$ cat src/lvm_pkg.sv
// Package for the look-at view matrix block: payload structs, command codes,
// the multiply-accumulate program decoder and saturation helper. No dependencies.
package lvm_pkg;

  typedef struct packed {
    logic               mode;
    logic        [3:0]  element_index;
    logic signed [31:0] element_value;
    logic signed [31:0] eye_x;
    logic signed [31:0] eye_y;
    logic signed [31:0] eye_z;
    logic signed [31:0] center_x;
    logic signed [31:0] center_y;
    logic signed [31:0] center_z;
    logic signed [31:0] up_x;
    logic signed [31:0] up_y;
    logic signed [31:0] up_z;
  } lvm_in_t;

  typedef struct packed {
    logic        [3:0]  out_index;
    logic signed [31:0] out_value;
    logic               degenerate;
    logic               last;
  } lvm_out_t;

  typedef enum logic [2:0] {OPA_AMAG, OPA_F, OPA_S, OPA_M, OPA_R} opa_sel_e;
  typedef enum logic [2:0] {
    OPB_AMAG, OPB_UP, OPB_F, OPB_S, OPB_U, OPB_NEYE, OPB_ONE
  } opb_sel_e;
  typedef enum logic [1:0] {ACC_LOAD, ACC_ADD, ACC_SUB, ACC_ADDRND} acc_op_e;
  typedef enum logic [1:0] {WR_C, WR_U, WR_R, WR_RT} wr_sel_e;
  typedef enum logic [1:0] {K_MUL, K_WR, K_LDR} mac_kind_e;
  typedef enum logic [2:0] {PROG_SQ, PROG_CROSS, PROG_UP, PROG_MM, PROG_TR} prog_e;

  typedef enum logic [3:0] {
    DP_NOP, DP_IN_LOAD, DP_NRM_INIT, DP_NRM_SHIFT, DP_NRM_ZERO, DP_MUL, DP_ACC,
    DP_LDR, DP_WR, DP_SQRT_INIT, DP_SQRT_STEP, DP_DIV_INIT, DP_DIV_STEP,
    DP_DIV_WR, DP_COPY, DP_EMIT
  } dp_op_e;

  typedef enum logic [3:0] {
    S_IDLE, S_NINIT, S_NSHIFT, S_MAC, S_SQRT_INIT, S_SQRT, S_DINIT, S_DIV,
    S_DWR, S_COPY, S_EMIT
  } ctrl_state_e;

  typedef struct packed {
    mac_kind_e  kind;
    opa_sel_e   a_sel;
    opb_sel_e   b_sel;
    logic [1:0] aidx;
    logic [1:0] bidx;
    logic [3:0] mat;
    acc_op_e    acc_op;
    wr_sel_e    wr_sel;
    logic       end_grp;
    logic       last;
  } mac_op_t;

  typedef struct packed {
    dp_op_e     op;
    mac_op_t    mac;
    logic [1:0] vidx;
    logic       dst_s;
    logic [3:0] emit_idx;
  } lvm_cmd_t;

  typedef struct packed {
    logic a_zero;
    logic in_range;
    logic out_free;
  } lvm_stat_t;

  localparam logic signed [67:0] SAT_MAX = 68'sd2147483647;
  localparam logic signed [67:0] SAT_MIN = -68'sd2147483648;

  function automatic logic signed [31:0] sat32(input logic signed [67:0] v);
    if (v > SAT_MAX) return 32'sh7fffffff;
    if (v < SAT_MIN) return 32'sh80000000;
    return v[31:0];
  endfunction

  function automatic logic [1:0] nxt3(input logic [1:0] i);
    return (i == 2'd2) ? 2'd0 : i + 2'd1;
  endfunction

  // Decode one step of a multiply-accumulate program.
  function automatic mac_op_t mac_decode(input prog_e prog, input logic [3:0] grp,
                                         input logic [2:0] sub);
    mac_op_t    o;
    logic [1:0] i;
    logic [1:0] p;
    logic [1:0] q;
    logic [1:0] col;
    logic [1:0] j;
    o   = '0;
    i   = grp[1:0];
    p   = nxt3(i);
    q   = nxt3(p);
    col = grp[3:2];
    j   = sub[1:0] - 2'd1;
    case (prog)
      PROG_SQ: begin
        o.a_sel   = OPA_AMAG;
        o.b_sel   = OPB_AMAG;
        o.aidx    = i;
        o.bidx    = i;
        o.acc_op  = (i == 2'd0) ? ACC_LOAD : ACC_ADD;
        o.end_grp = 1'b1;
        o.last    = (i == 2'd2);
      end
      PROG_CROSS, PROG_UP: begin
        o.a_sel = (prog == PROG_CROSS) ? OPA_F : OPA_S;
        o.b_sel = (prog == PROG_CROSS) ? OPB_UP : OPB_F;
        case (sub)
          3'd0: begin
            o.aidx   = p;
            o.bidx   = q;
            o.acc_op = ACC_LOAD;
          end
          3'd1: begin
            o.aidx   = q;
            o.bidx   = p;
            o.acc_op = ACC_SUB;
          end
          default: begin
            o.kind    = K_WR;
            o.aidx    = i;
            o.wr_sel  = (prog == PROG_CROSS) ? WR_C : WR_U;
            o.end_grp = 1'b1;
            o.last    = (i == 2'd2);
          end
        endcase
      end
      PROG_MM: begin
        o.a_sel = OPA_M;
        o.bidx  = col;
        if (col != 2'd3) begin
          case (sub)
            3'd0: begin
              o.mat    = {2'd0, i};
              o.b_sel  = OPB_S;
              o.acc_op = ACC_LOAD;
            end
            3'd1: begin
              o.mat    = {2'd1, i};
              o.b_sel  = OPB_U;
              o.acc_op = ACC_ADD;
            end
            3'd2: begin
              o.mat    = {2'd2, i};
              o.b_sel  = OPB_F;
              o.acc_op = ACC_SUB;
            end
            default: begin
              o.kind    = K_WR;
              o.mat     = grp;
              o.wr_sel  = WR_R;
              o.end_grp = 1'b1;
            end
          endcase
        end else begin
          case (sub)
            3'd0: begin
              o.mat    = {2'd3, i};
              o.b_sel  = OPB_ONE;
              o.acc_op = ACC_LOAD;
            end
            default: begin
              o.kind    = K_WR;
              o.mat     = grp;
              o.wr_sel  = WR_R;
              o.end_grp = 1'b1;
              o.last    = (i == 2'd3);
            end
          endcase
        end
      end
      PROG_TR: begin
        case (sub)
          3'd0: begin
            o.kind = K_LDR;
            o.mat  = {2'd3, i};
          end
          3'd1, 3'd2, 3'd3: begin
            o.a_sel  = OPA_R;
            o.b_sel  = OPB_NEYE;
            o.mat    = {j, i};
            o.bidx   = j;
            o.acc_op = ACC_ADDRND;
          end
          default: begin
            o.kind    = K_WR;
            o.mat     = {2'd3, i};
            o.wr_sel  = WR_RT;
            o.end_grp = 1'b1;
            o.last    = (i == 2'd3);
          end
        endcase
      end
      default: o = '0;
    endcase
    return o;
  endfunction

endpackage

$ cat src/lvm_ctrl.sv
// Sequencer for the look-at view matrix block: issues datapath commands.
// Depends on lvm_pkg.
module lvm_ctrl import lvm_pkg::*; #(
  parameter int FRAC_BITS = 16
) (
  input  logic      clk_i,
  input  logic      rst_ni,
  input  logic      in_valid_i,
  input  logic      in_mode_i,
  input  lvm_stat_t st_i,
  output logic      in_stall_o,
  output lvm_cmd_t  cmd_o
);

  ctrl_state_e state_q, state_d;
  prog_e       prog_q, prog_d;
  logic [3:0]  grp_q, grp_d;
  logic [2:0]  sub_q, sub_d;
  logic        ph_q, ph_d;
  logic [4:0]  cnt_q, cnt_d;
  logic [1:0]  vi_q, vi_d;
  logic        nsel_q, nsel_d;
  logic [3:0]  emit_q, emit_d;
  mac_op_t     op;

  assign op = mac_decode(prog_q, grp_q, sub_q);

  always_ff @(posedge clk_i or negedge rst_ni) begin
    if (!rst_ni) begin
      state_q <= S_IDLE;
      prog_q  <= PROG_SQ;
      grp_q   <= '0;
      sub_q   <= '0;
      ph_q    <= 1'b0;
      cnt_q   <= '0;
      vi_q    <= '0;
      nsel_q  <= 1'b0;
      emit_q  <= '0;
    end else begin
      state_q <= state_d;
      prog_q  <= prog_d;
      grp_q   <= grp_d;
      sub_q   <= sub_d;
      ph_q    <= ph_d;
      cnt_q   <= cnt_d;
      vi_q    <= vi_d;
      nsel_q  <= nsel_d;
      emit_q  <= emit_d;
    end
  end

  // Next state
  always_comb begin
    state_d = state_q;
    prog_d  = prog_q;
    grp_d   = grp_q;
    sub_d   = sub_q;
    ph_d    = ph_q;
    cnt_d   = cnt_q;
    vi_d    = vi_q;
    nsel_d  = nsel_q;
    emit_d  = emit_q;
    unique case (state_q)
      S_IDLE: begin
        if (in_valid_i && in_mode_i) begin
          state_d = S_NINIT;
          nsel_d  = 1'b0;
        end
      end
      S_NINIT: state_d = S_NSHIFT;
      S_NSHIFT: begin
        if (st_i.a_zero) begin
          state_d = S_MAC;
          prog_d  = nsel_q ? PROG_UP : PROG_CROSS;
          grp_d   = '0;
          sub_d   = '0;
          ph_d    = 1'b0;
        end else if (st_i.in_range) begin
          state_d = S_MAC;
          prog_d  = PROG_SQ;
          grp_d   = '0;
          sub_d   = '0;
          ph_d    = 1'b0;
        end
      end
      S_MAC: begin
        if (op.kind == K_MUL && !ph_q) begin
          ph_d = 1'b1;
        end else begin
          ph_d = 1'b0;
          if (op.last) begin
            grp_d = '0;
            sub_d = '0;
            case (prog_q)
              PROG_SQ:    state_d = S_SQRT_INIT;
              PROG_CROSS: begin
                state_d = S_NINIT;
                nsel_d  = 1'b1;
              end
              PROG_UP:    prog_d = PROG_MM;
              PROG_MM:    prog_d = PROG_TR;
              default:    state_d = S_COPY;
            endcase
          end else if (op.end_grp) begin
            grp_d = grp_q + 4'd1;
            sub_d = '0;
          end else begin
            sub_d = sub_q + 3'd1;
          end
        end
      end
      S_SQRT_INIT: begin
        cnt_d   = 5'd31;
        state_d = S_SQRT;
      end
      S_SQRT: begin
        if (cnt_q == '0) begin
          state_d = S_DINIT;
          vi_d    = '0;
        end else begin
          cnt_d = cnt_q - 5'd1;
        end
      end
      S_DINIT: begin
        cnt_d   = 5'(FRAC_BITS);
        state_d = S_DIV;
      end
      S_DIV: begin
        if (cnt_q == '0) state_d = S_DWR;
        else cnt_d = cnt_q - 5'd1;
      end
      S_DWR: begin
        if (vi_q == 2'd2) begin
          state_d = S_MAC;
          prog_d  = nsel_q ? PROG_UP : PROG_CROSS;
          grp_d   = '0;
          sub_d   = '0;
          ph_d    = 1'b0;
        end else begin
          vi_d    = vi_q + 2'd1;
          state_d = S_DINIT;
        end
      end
      S_COPY: begin
        state_d = S_EMIT;
        emit_d  = '0;
      end
      S_EMIT: begin
        if (st_i.out_free) begin
          emit_d = emit_q + 4'd1;
          if (emit_q == 4'd15) state_d = S_IDLE;
        end
      end
      default: state_d = S_IDLE;
    endcase
  end

  // Outputs
  always_comb begin
    cmd_o          = '0;
    cmd_o.op       = DP_NOP;
    cmd_o.mac      = op;
    cmd_o.vidx     = vi_q;
    cmd_o.dst_s    = nsel_q;
    cmd_o.emit_idx = emit_q;
    in_stall_o     = (state_q != S_IDLE);
    unique case (state_q)
      S_IDLE:      if (in_valid_i) cmd_o.op = DP_IN_LOAD;
      S_NINIT:     cmd_o.op = DP_NRM_INIT;
      S_NSHIFT: begin
        if (st_i.a_zero) cmd_o.op = DP_NRM_ZERO;
        else if (!st_i.in_range) cmd_o.op = DP_NRM_SHIFT;
      end
      S_MAC: begin
        unique case (op.kind)
          K_MUL:   cmd_o.op = ph_q ? DP_ACC : DP_MUL;
          K_WR:    cmd_o.op = DP_WR;
          K_LDR:   cmd_o.op = DP_LDR;
          default: cmd_o.op = DP_NOP;
        endcase
      end
      S_SQRT_INIT: cmd_o.op = DP_SQRT_INIT;
      S_SQRT:      cmd_o.op = DP_SQRT_STEP;
      S_DINIT:     cmd_o.op = DP_DIV_INIT;
      S_DIV:       cmd_o.op = DP_DIV_STEP;
      S_DWR:       cmd_o.op = DP_DIV_WR;
      S_COPY:      cmd_o.op = DP_COPY;
      S_EMIT:      if (st_i.out_free) cmd_o.op = DP_EMIT;
      default:     cmd_o.op = DP_NOP;
    endcase
  end

endmodule

$ cat config.mk
export PLATFORM = sky130hd
export DESIGN_NAME = lvm_ctrl
export DESIGN_NICKNAME = d
export VERILOG_FILES = /design/src/lvm_pkg.sv /design/src/lvm_ctrl.sv
export SDC_FILE = /design/constraint.sdc
export NUM_CORES = 1
export LEC_CHECK = 0
export ABC_AREA = 1
export BUFFER_PORTS_ARGS = -buffer_cell sky130_fd_sc_hd__buf_2
export CAP_MARGIN = 20
export CORE_UTILIZATION = 30
export CTS_CLUSTER_SIZE = 14
export DETAILED_ROUTE_END_ITERATION = 12
export SETUP_SLACK_MARGIN = 0.2
export SLEW_MARGIN = 15
export SYNTH_ARGS = -nofsm -noshare
export SYNTH_HDL_FRONTEND = slang
export SYNTH_SLANG_ARGS = --single-unit
$ cat constraint.sdc
create_clock -name clk_i -period 2.45 [get_ports clk_i]
set_clock_uncertainty 0.15 [all_clocks]
set_input_delay 0.3675 -clock clk_i [delete_from_list [all_inputs] [get_ports clk_i]]
set_output_delay 0.3675 -clock clk_i [all_outputs]
set_load 0.005 [all_outputs]
**Word-level counts from Yosys, hierarchy flattened**

Cells that the tools add are included.

- Output and inout port bits: 34
- Logic and storage cells: 182
- Bits of input ports: 7
- Register bits: 27

- Reductions and logical operators: 31
- Mux-type cells: 94
- Equality and inequality tests: 40
- Add/subtract/negate cells: 8

Operators with widths:

| operator | number |
|---|---|
| $pmux 4 s11 | 2 |
| $mux 4 | 21 |
| $mux 3 | 16 |
| $pmux 4 s3 | 4 |
| $pmux 3 s3 | 3 |
| $ne 2x2->1 const B | 13 |
| $mux 2 | 12 |
| $pmux 2 s2 | 6 |
| $pmux 2 s4 | 3 |
| $pmux 6 s3 | 1 |
| $eq 4x3->1 const B | 4 |
| $eq 4x4->1 const B | 4 |
| $pmux 4 s2 | 2 |
| $mux 1 | 15 |
| $pmux 5 s3 | 1 |
| $eq 3x2->1 const B | 4 |
| $pmux 2 s3 | 2 |
| $eq 2x2->1 const B | 5 |
| $reduce_and 5->1 | 2 |
| $mux 9 | 1 |
| $reduce_and 9->1 | 1 |
| $add 4x1->4 const B | 2 |
| $eq 4x2->1 const B | 2 |
| $reduce_or 2->1 | 4 |
| 30 further kinds | 43 |

**Depth between registers and ports, before layout**

Gate-level depths: netlist of the first run.

- Depth in word-level cells: 9
- Mapped depth: 14
- Mapped depth without buffers: 14

**Least setup slack after synthesis of the first run**

No wires, ideal clock.

- Kind: register -> output
- From: register sub_q[0]
- To: output port cmd_o[30] (netlist bit)
- Data required time: 1.933 ns
- Setup slack: 0.181 ns
- Stages on the path, launching flop included: 13
- Arrival: 1.751 ns
- Buffers on the path: 0
- Cell sequence: dfrtp_1 inv_1 ha_1 inv_1 nor2_1 nor2_1 nand3_2 nand3_2 nor2_4 inv_1 nor2_1 o21ai_0 nand4_1

RTL lines:

| element | line | RTL |
|---|---|---|
| start, declared | lvm_ctrl.sv:18 | `logic [2:0] sub_q, sub_d;` |
| start signal, assigned | lvm_ctrl.sv:43 | `sub_q <= sub_d;` |
| end, declared | lvm_ctrl.sv:12 | `output lvm_cmd_t cmd_o` |

==> results of run 1 <==
==> metrics by stage <==
stage	area, um2	TNS, ns	instances
finish	3161	-0.3437	479
global route	3161	-1.202	479
CTS	2863	-0.1685	469
detailed placement	2616	0	458
global placement	2616	0	458
floorplan	2245	0	313
==> final timing paths <==
check	startpoint	endpoint	slack, ns	cells after the start
worst max-delay path	sub_q[1]	cmd_o[32]	-0.09	10
worst min-delay path	st_i[0]	emit_q[0]	0.30	3
worst max register to register	sub_q[1]	grp_q[3]	0.07	15
worst min register to register	emit_q[3]	emit_q[3]	0.34	1
max in group asynchronous	rst_ni	sub_q[0]	1.22	2
min in group asynchronous	rst_ni	cnt_q[2]	0.48	2
==> registers in the layout, summed over array words and instances, names as in the netlist <==
| name | flops |
|---|---|
| state_q | 4 |
| vi_q | 2 |
| sub_q | 3 |
| nsel_q | 1 |
| ph_q | 1 |
| grp_q | 4 |
| emit_q | 4 |
| cnt_q | 5 |
| prog_q | 3 |
==> critical path, delay by kind of cell (launching register included) <==
kind                     cells  cell delay [ns]
buffers and inverters        5             0.55
flip-flops                   1             0.48
AO/OA/AOI/OAI                2             0.44
adder cells (fa/ha/maj)      1             0.17
AND/OR/NAND/NOR              2             0.09
==> placed cells by master (no fill, tap or decap), types with 5 or more instances in the layout <==
cell,instances
a21oi_1,5
a21oi_2,5
a22oi_1,5
buf_2,39
buf_4,13
buf_6,11
dfrtp_1,21
dfrtp_2,6
ha_1,8
ha_4,5
inv_1,27
inv_2,16
inv_4,5
nand2_1,66
nand2_2,14
nand2_4,5
nand3_1,7
nand3_4,7
nand4_1,7
nor2_1,20
nor2_2,5
nor2_4,13
o21ai_0,17
o21ai_1,13
==> final cells by class <==
class	instances	share of cell area (%)
Timing Repair Buffer	65	14.13
Inverter	48	6.097
Sequential cell	27	21.62
Tap cell	99	3.919
Clock inverter	1	0.1584
Multi-Input combinational cell	236	52.77
Clock buffer	3	1.306
==> power by group through the flow <==
| stage | Sequential [mW] | Combinational, mW | Clock [mW] |
|---|---|---|---|
| finish | 0.445 | 0.0181 | 0.274 |
| global route | 0.445 | 0.0208 | 0.297 |
| CTS | 0.445 | 0.0185 | 0.281 |
| detailed placement | 0.454 | 0.0173 | 0 |
| global placement | 0.454 | 0.0173 | 0 |
| floorplan | 0.454 | 0.00152 | 0 |
==> layer usage <==
layer | up-vias | global-route usage [%] | routed length, um | share of wire, %
li1 | 1172 | - | - | -
met1 | 1107 | 21.82 | 2970 | 43
met2 | 81 | 29.93 | 3314 | 48
met3 | 14 | 3.358 | 387 | 5.6
met4 | 0 | 7.771 | 201 | 2.9
met5 | - | 0 | 0 | 0
==> cells by family after synthesis <==
group	Yosys count	synth area share [%]
simple gates	154	34.88
compound gates	65	17.58
buf+inv	50	8.594
flops	27	30.13
fa+ha+maj	13	7.255
xor+xnor	4	1.563
==> timing repair <==
action / in CTS / in global routing
resized for setup: 46 / 54
setup buffers: 6 / 10
hold endpoints to repair: 27 / 0
pin swaps: 13 / 22
setup endpoints to repair: 16 / 41
hold buffers: 1 / 0
==> metrics.md, run 1 <==
| Metric | Value |
|---|---|
| Status | `finished, violations left` |
| Failing checks | `negative setup slack` |
| Post-Synthesis Cells | `313` |
| Synth top cells by count | `nand2_1 (78), inv_1 (37), dfrtp_1 (27)` |
| CTS tree | `done` |
| Setup slack after layout | `-0.09166 ns` |
| Initial DRC Count | `136` |
| Max Cap Viol | `0` |
| Logic pwr share | `2.4%` |
| Latest clock arrival within the worst-skew pair | `0.29 ns` |
| Final core occ | `43.57%` |
| Top post-synthesis cells by area | `dfrtp_1 (30%), nand2_1 (13%), ha_1 (7.3%)` |
| WHS | `0.3027 ns` |
| # fillers | `718` |
| Grt ovf | `0` |
| Count leader, synth | `nand2_1` |
| Antenna Cells | `0` |
| Pin count of the biggest net entering global routing | `28` |
| Seq cells post-synth | `27` |
| CP Class | `register to output pin` |
| Critical-path top delay cell | `dfrtp_2` |
| GPL Wtd Cong | `0.9074` |
| Mean routed wirelength per cell | `14.35 um` |
| Dpl ws | `0.1799 ns` |
| Pwr per Cell Area | `233.4 nW/um2` |
| Period utilisation layout | `103.7%` |
| WL final | `6.874 mm` |
| Vias | `2374` |
| Yosys top cell by area | `dfrtp_1` |
| Register area | `683.2 um2` |
| Die footprint | `7823 um2` |
| CP Launch Type | `register` |
| CTS Buffer Depth | `2` |
| CP Cell Sequence | `inv_4 > ha_4 > o21ai_4 > buf_6 > nand2_4 > inv_4 > nor2_4 > buf_6 > o211ai_1 > buf_2` |
| I/O pins | `41` |
| Clock root buffer | `clkbuf_8` |
| Syn Nets | `333` |
| Hold WC Path Type | `primary input to register` |
| Area Growth Syn to Fin | `40.96%` |
| Required @ worst endpoint | `1.93 ns` |
| Synth Area per Inst | `7.163 um2` |
| Row count | `31` |
| Slew Viols, Final | `0` |
| Crit end category | `output pin` |
| Crit path arrival time | `2.02 ns` |
| First-pass GRT wire length | `10.56 mm` |
| Clock Power Share | `37.2%` |
| Core ar. | `7253 um2` |
| Die height | `88.45 um` |
| Max Fclk | `393.4 MHz` |
| Leak | `1.458 nW` |
| NumNets Final | `401` |
| Worst slew pin tran | `0.6332 ns` |
| Sequential power share | `60.4%` |
| Seq/Total Area, Yosys | `30.13%` |
| Clock-pin slew on the worst setup and hold paths | `0.10 ns` |
| Synthesized area | `2242 um2` |
| Die width | `88.45 um` |
| Slew headroom | `57.79%` |
| Layout cells sized above 1 | `43.16%` |
| Final setup vio count | `6` |
| Vias in the first global route | `2241` |
| Ys Warns | `0` |
| Post-synth EDFFs | `0` |
| Drt drc | `0` |
| Async S/R FF share, synth | `100.0%` |
| Multi-input logic area | `1668 um2` |
| Sw frac | `23.38%` |
| Switching pwr | `0.1725 mW` |
| VDD IR max | `0.1518 mV` |
| Starting Density | `30.91%` |
| Crit-path max cell delay | `0.48 ns` |
| Post-synth top area share | `30.13%` |
| RSZ-0062 raised after global routing | `true` |
| Dpl hpwl | `4.885 mm` |
| Top_reg_cell synth | `dfrtp_1` |
| Min Tclk post-route | `2.542 ns` |
| H-tree levels | `1` |
| GRT Total Usage | `17.66%` |
| Initial antenna violation count | `0` |
| Crit-path max FO | `4` |
| Vias per cell | `4.956` |
| Port Buffers | `40` |
| Final Power | `0.7376 mW` |
| TritonRoute pass-1 iters | `5` |
| Internal power | `0.5651 mW` |
| CTS Buf Count | `3` |
| Sink Count | `27` |
| Distinct cells, synth | `38` |
| DRT antenna net count | `0` |
| Final Hold Viols | `0` |
(Power assumes the default switching activity.)
==> run 2: changes to the inputs <==
--- a/config.mk
+++ b/config.mk
@@ -11,6 +11,7 @@
 export CORE_UTILIZATION = 30
 export CTS_CLUSTER_SIZE = 14
 export DETAILED_ROUTE_END_ITERATION = 12
+export MAX_ROUTING_LAYER = met4
 export SETUP_SLACK_MARGIN = 0.2
 export SLEW_MARGIN = 15
 export SYNTH_ARGS = -nofsm -noshare
==> metrics.md, run 2 (synthesis gave the netlist of run 1 again) <==
| Metric | Value |
|---|---|
| Number of flip-flops in the largest register | `5 (unchanged)` |
| Slew Viols, Final | `0 (unchanged)` |
| Final setup vio count | `5 (-1)` |
| Die footprint | `7823 um2 (unchanged)` |
| Placed cells | `459 (+0.22%)` |
| Initial DRC Count | `181 (+33%)` |
| Status | `finished, violations left` |
| Starting Density | `30.91% (unchanged)` |
| Pin count of the biggest net entering global routing | `28 (unchanged)` |
| TritonRoute pass-1 iters | `5 (unchanged)` |
| GPL Wtd Cong | `0.8945 (-1.4%)` |
| Row count | `31 (unchanged)` |
| Drt drc | `0 (unchanged)` |
| Crit-path max cell delay | `0.46 ns (-0.02 ns)` |
| I/O pins | `41 (unchanged)` |
| Post-route cell area | `3048 um2 (-3.6%)` |
| Placed Area | `2624 um2 (+0.29%)` |
| Pwr per Cell Area | `240.8 nW/um2 (+3.2%)` |
| Top reg by flops | `cnt_q` |
| RSZ-0062 raised after global routing | `true` |
| First-pass GRT wire length | `10.21 mm (-3.3%)` |
| WL final | `6.675 mm (-2.9%)` |
| Vias in the first global route | `2243 (+0.089%)` |
| Layout cells sized above 1 | `39.47% (-3.7 points)` |
| Required @ worst endpoint | `1.93 ns (about the same)` |
| Clock root buffer | `clkbuf_8` |
| Die height | `88.45 um (unchanged)` |
| CP Class | `register to output pin` |
| # fillers | `765 (+6.5%)` |
| Commonest non-fill, non-tap cell in the layout | `nand2_1` |
| WP buf/inv | `5 (unchanged)` |
| CTS Buffer Depth | `2 (unchanged)` |
| Crit end category | `output pin` |
| CP Cell Sequence | `buf_12 > ha_4 > o21ai_4 > buf_6 > nand2_4 > inv_4 > nor2_4 > buf_6 > o211ai_1 > buf_2` |
| Dpl hpwl | `5.005 mm (+2.5%)` |
| Port Buffers | `40 (unchanged)` |
| Critical-path top delay cell | `dfrtp_2` |
| CTS tree | `done` |
| CP Launch Type | `register` |
| Vias | `2390 (+0.67%)` |
| Latest clock arrival within the worst-skew pair | `0.28 ns (about the same)` |
| Worst slew pin tran | `0.6685 ns (+0.03533 ns)` |
| Crit-path max FO | `5 (+1)` |
| NumNets Final | `401 (unchanged)` |
| Hold WC Path Type | `primary input to register` |
| Max Fclk | `398.2 MHz (+1.2%)` |
| Most frequent cells in the layout | `nand2_1 (71), buf_2 (38), inv_1 (31)` |
| VDD IR max | `0.2316 mV (+53%)` |
| Fin cells | `479 (unchanged)` |
| DRT antenna net count | `0 (unchanged)` |
| Antenna Cells | `0 (unchanged)` |
| Sink Count | `27 (unchanged)` |
| Final Power | `0.7341 mW (-0.48%)` |
| Core ar. | `7253 um2 (unchanged)` |
| Mean routed wirelength per cell | `13.94 um (-2.9%)` |
| Worst R2R Setup Slack | `0.18 ns (+0.11 ns)` |
| Final Hold Viols | `0 (unchanged)` |
| Initial antenna violation count | `0 (unchanged)` |
| CTS Buf Count | `3 (unchanged)` |
| Min Tclk post-route | `2.511 ns (-0.03054 ns)` |
| GRT Total Usage | `17.63% (-0.034 points)` |
| Area Growth Syn to Fin | `35.94%` |
| Die width | `88.45 um (unchanged)` |
| Vias per cell | `4.990 (+0.67%)` |
| Slew headroom | `55.43% (-2.4 points)` |
| Period utilisation layout | `102.5% (-1.2 points)` |
| Max Cap Viol | `0 (unchanged)` |
| Top cell by count, worst path | `buf_6` |
| CP top delay family | `buffers and inverters` |
| H-tree levels | `1 (unchanged)` |
| Setup slack after layout | `-0.06112 ns (+0.03054 ns)` |
| Grt ovf | `0 (unchanged)` |
| Failing checks | `negative setup slack` |
| Leak | `1.438 nW (-1.4%)` |
| Clock-pin slew on the worst setup and hold paths | `0.10 ns (about the same)` |
| Crit path arrival time | `1.99 ns (-0.03 ns)` |
run 2: cell count changes in the layout (fill, tap and decap cells not counted), moves of 3 or more:
cell | before | now
a21oi_1 | 5 | 8
a21oi_2 | 5 | 2
buf_4 | 13 | 18
buf_6 | 11 | 7
inv_1 | 27 | 31
inv_2 | 16 | 13
nand2_1 | 66 | 71
nand2_2 | 14 | 8
nand3_2 | 3 | 6
nand3_4 | 7 | 3
run 2: final timing paths:
check                                from   endpoint  depth (start not counted)
min in group asynchronous          rst_ni   cnt_q[2]                          2
worst min register to register  emit_q[3]  emit_q[3]                          1
max in group asynchronous          rst_ni   sub_q[0]                          2
worst min-delay path              st_i[0]  emit_q[0]                          3
worst max register to register   sub_q[0]  prog_q[0]                         13
worst max-delay path             sub_q[0]  cmd_o[32]                         10
run 2: repair_timing:
action	CTS	global route
endpoints found under the setup margin	19	38
buffers inserted	6	9
resized for setup	39	34
endpoints found under the hold margin	27	0
hold buffers	1	0
pin swaps	11	20
run 2: metal layers:
layer  vias up  part of all wire, %  GRT usage (%)
li1       1170                    -              -
met5         -                    0              -
met4         0                  3.9          9.091
met2        90                   49          28.32
met1      1109                   41          21.25
met3        21                  6.4          2.892
run 2: where the power goes:
group | switching (mW) | internal (mW) | total (mW)
Sequential | 0 | 0.445 | 0.445
Clock | 0.156 | 0.114 | 0.270
Combinational | 0.0134 | 0.00520 | 0.0186
Total | 0.169 | 0.565 | 0.734
run 2: final cells by class:
| type | count | area [um2] | share of cell area (%) |
|---|---|---|---|
| Sequential cell | 27 | 680.7 | 22.33 |
| Clock buffer | 3 | 41.29 | 1.355 |
| Inverter | 48 | 190.2 | 6.240 |
| Clock inverter | 1 | 5.005 | 0.1642 |
| Timing Repair Buffer | 65 | 434.2 | 14.24 |
| Multi-Input combinational cell | 236 | 1573 | 51.60 |
| Tap cell | 99 | 123.9 | 4.064 |
run 2: per-stage QoR:
step | util, % | setup slack [ns] | TNS (ns) | hold slack (ns)
finish | 42.02 | -0.06112 | -0.2667 | 0.3177
detailed placement | 36.17 | 0.1484 | 0 | 0.2945
global route | 42.02 | -0.1394 | -0.8165 | 0.3687
floorplan | - | 0.2133 | 0 | -0.07809
global placement | 36.17 | 0.1743 | 0 | 0.2786
CTS | 39.40 | -0.04547 | -0.1533 | 0.3080
run 2: worst register-to-register path, delay by kind of cell, from the launching register on:
family                   cells  cell delay, ns
adder cells (fa/ha/maj)      1            0.16
AND/OR/NAND/NOR              6            0.60
buffers and inverters        5            0.58
AO/OA/AOI/OAI                1            0.23
flip-flops                   1            0.46
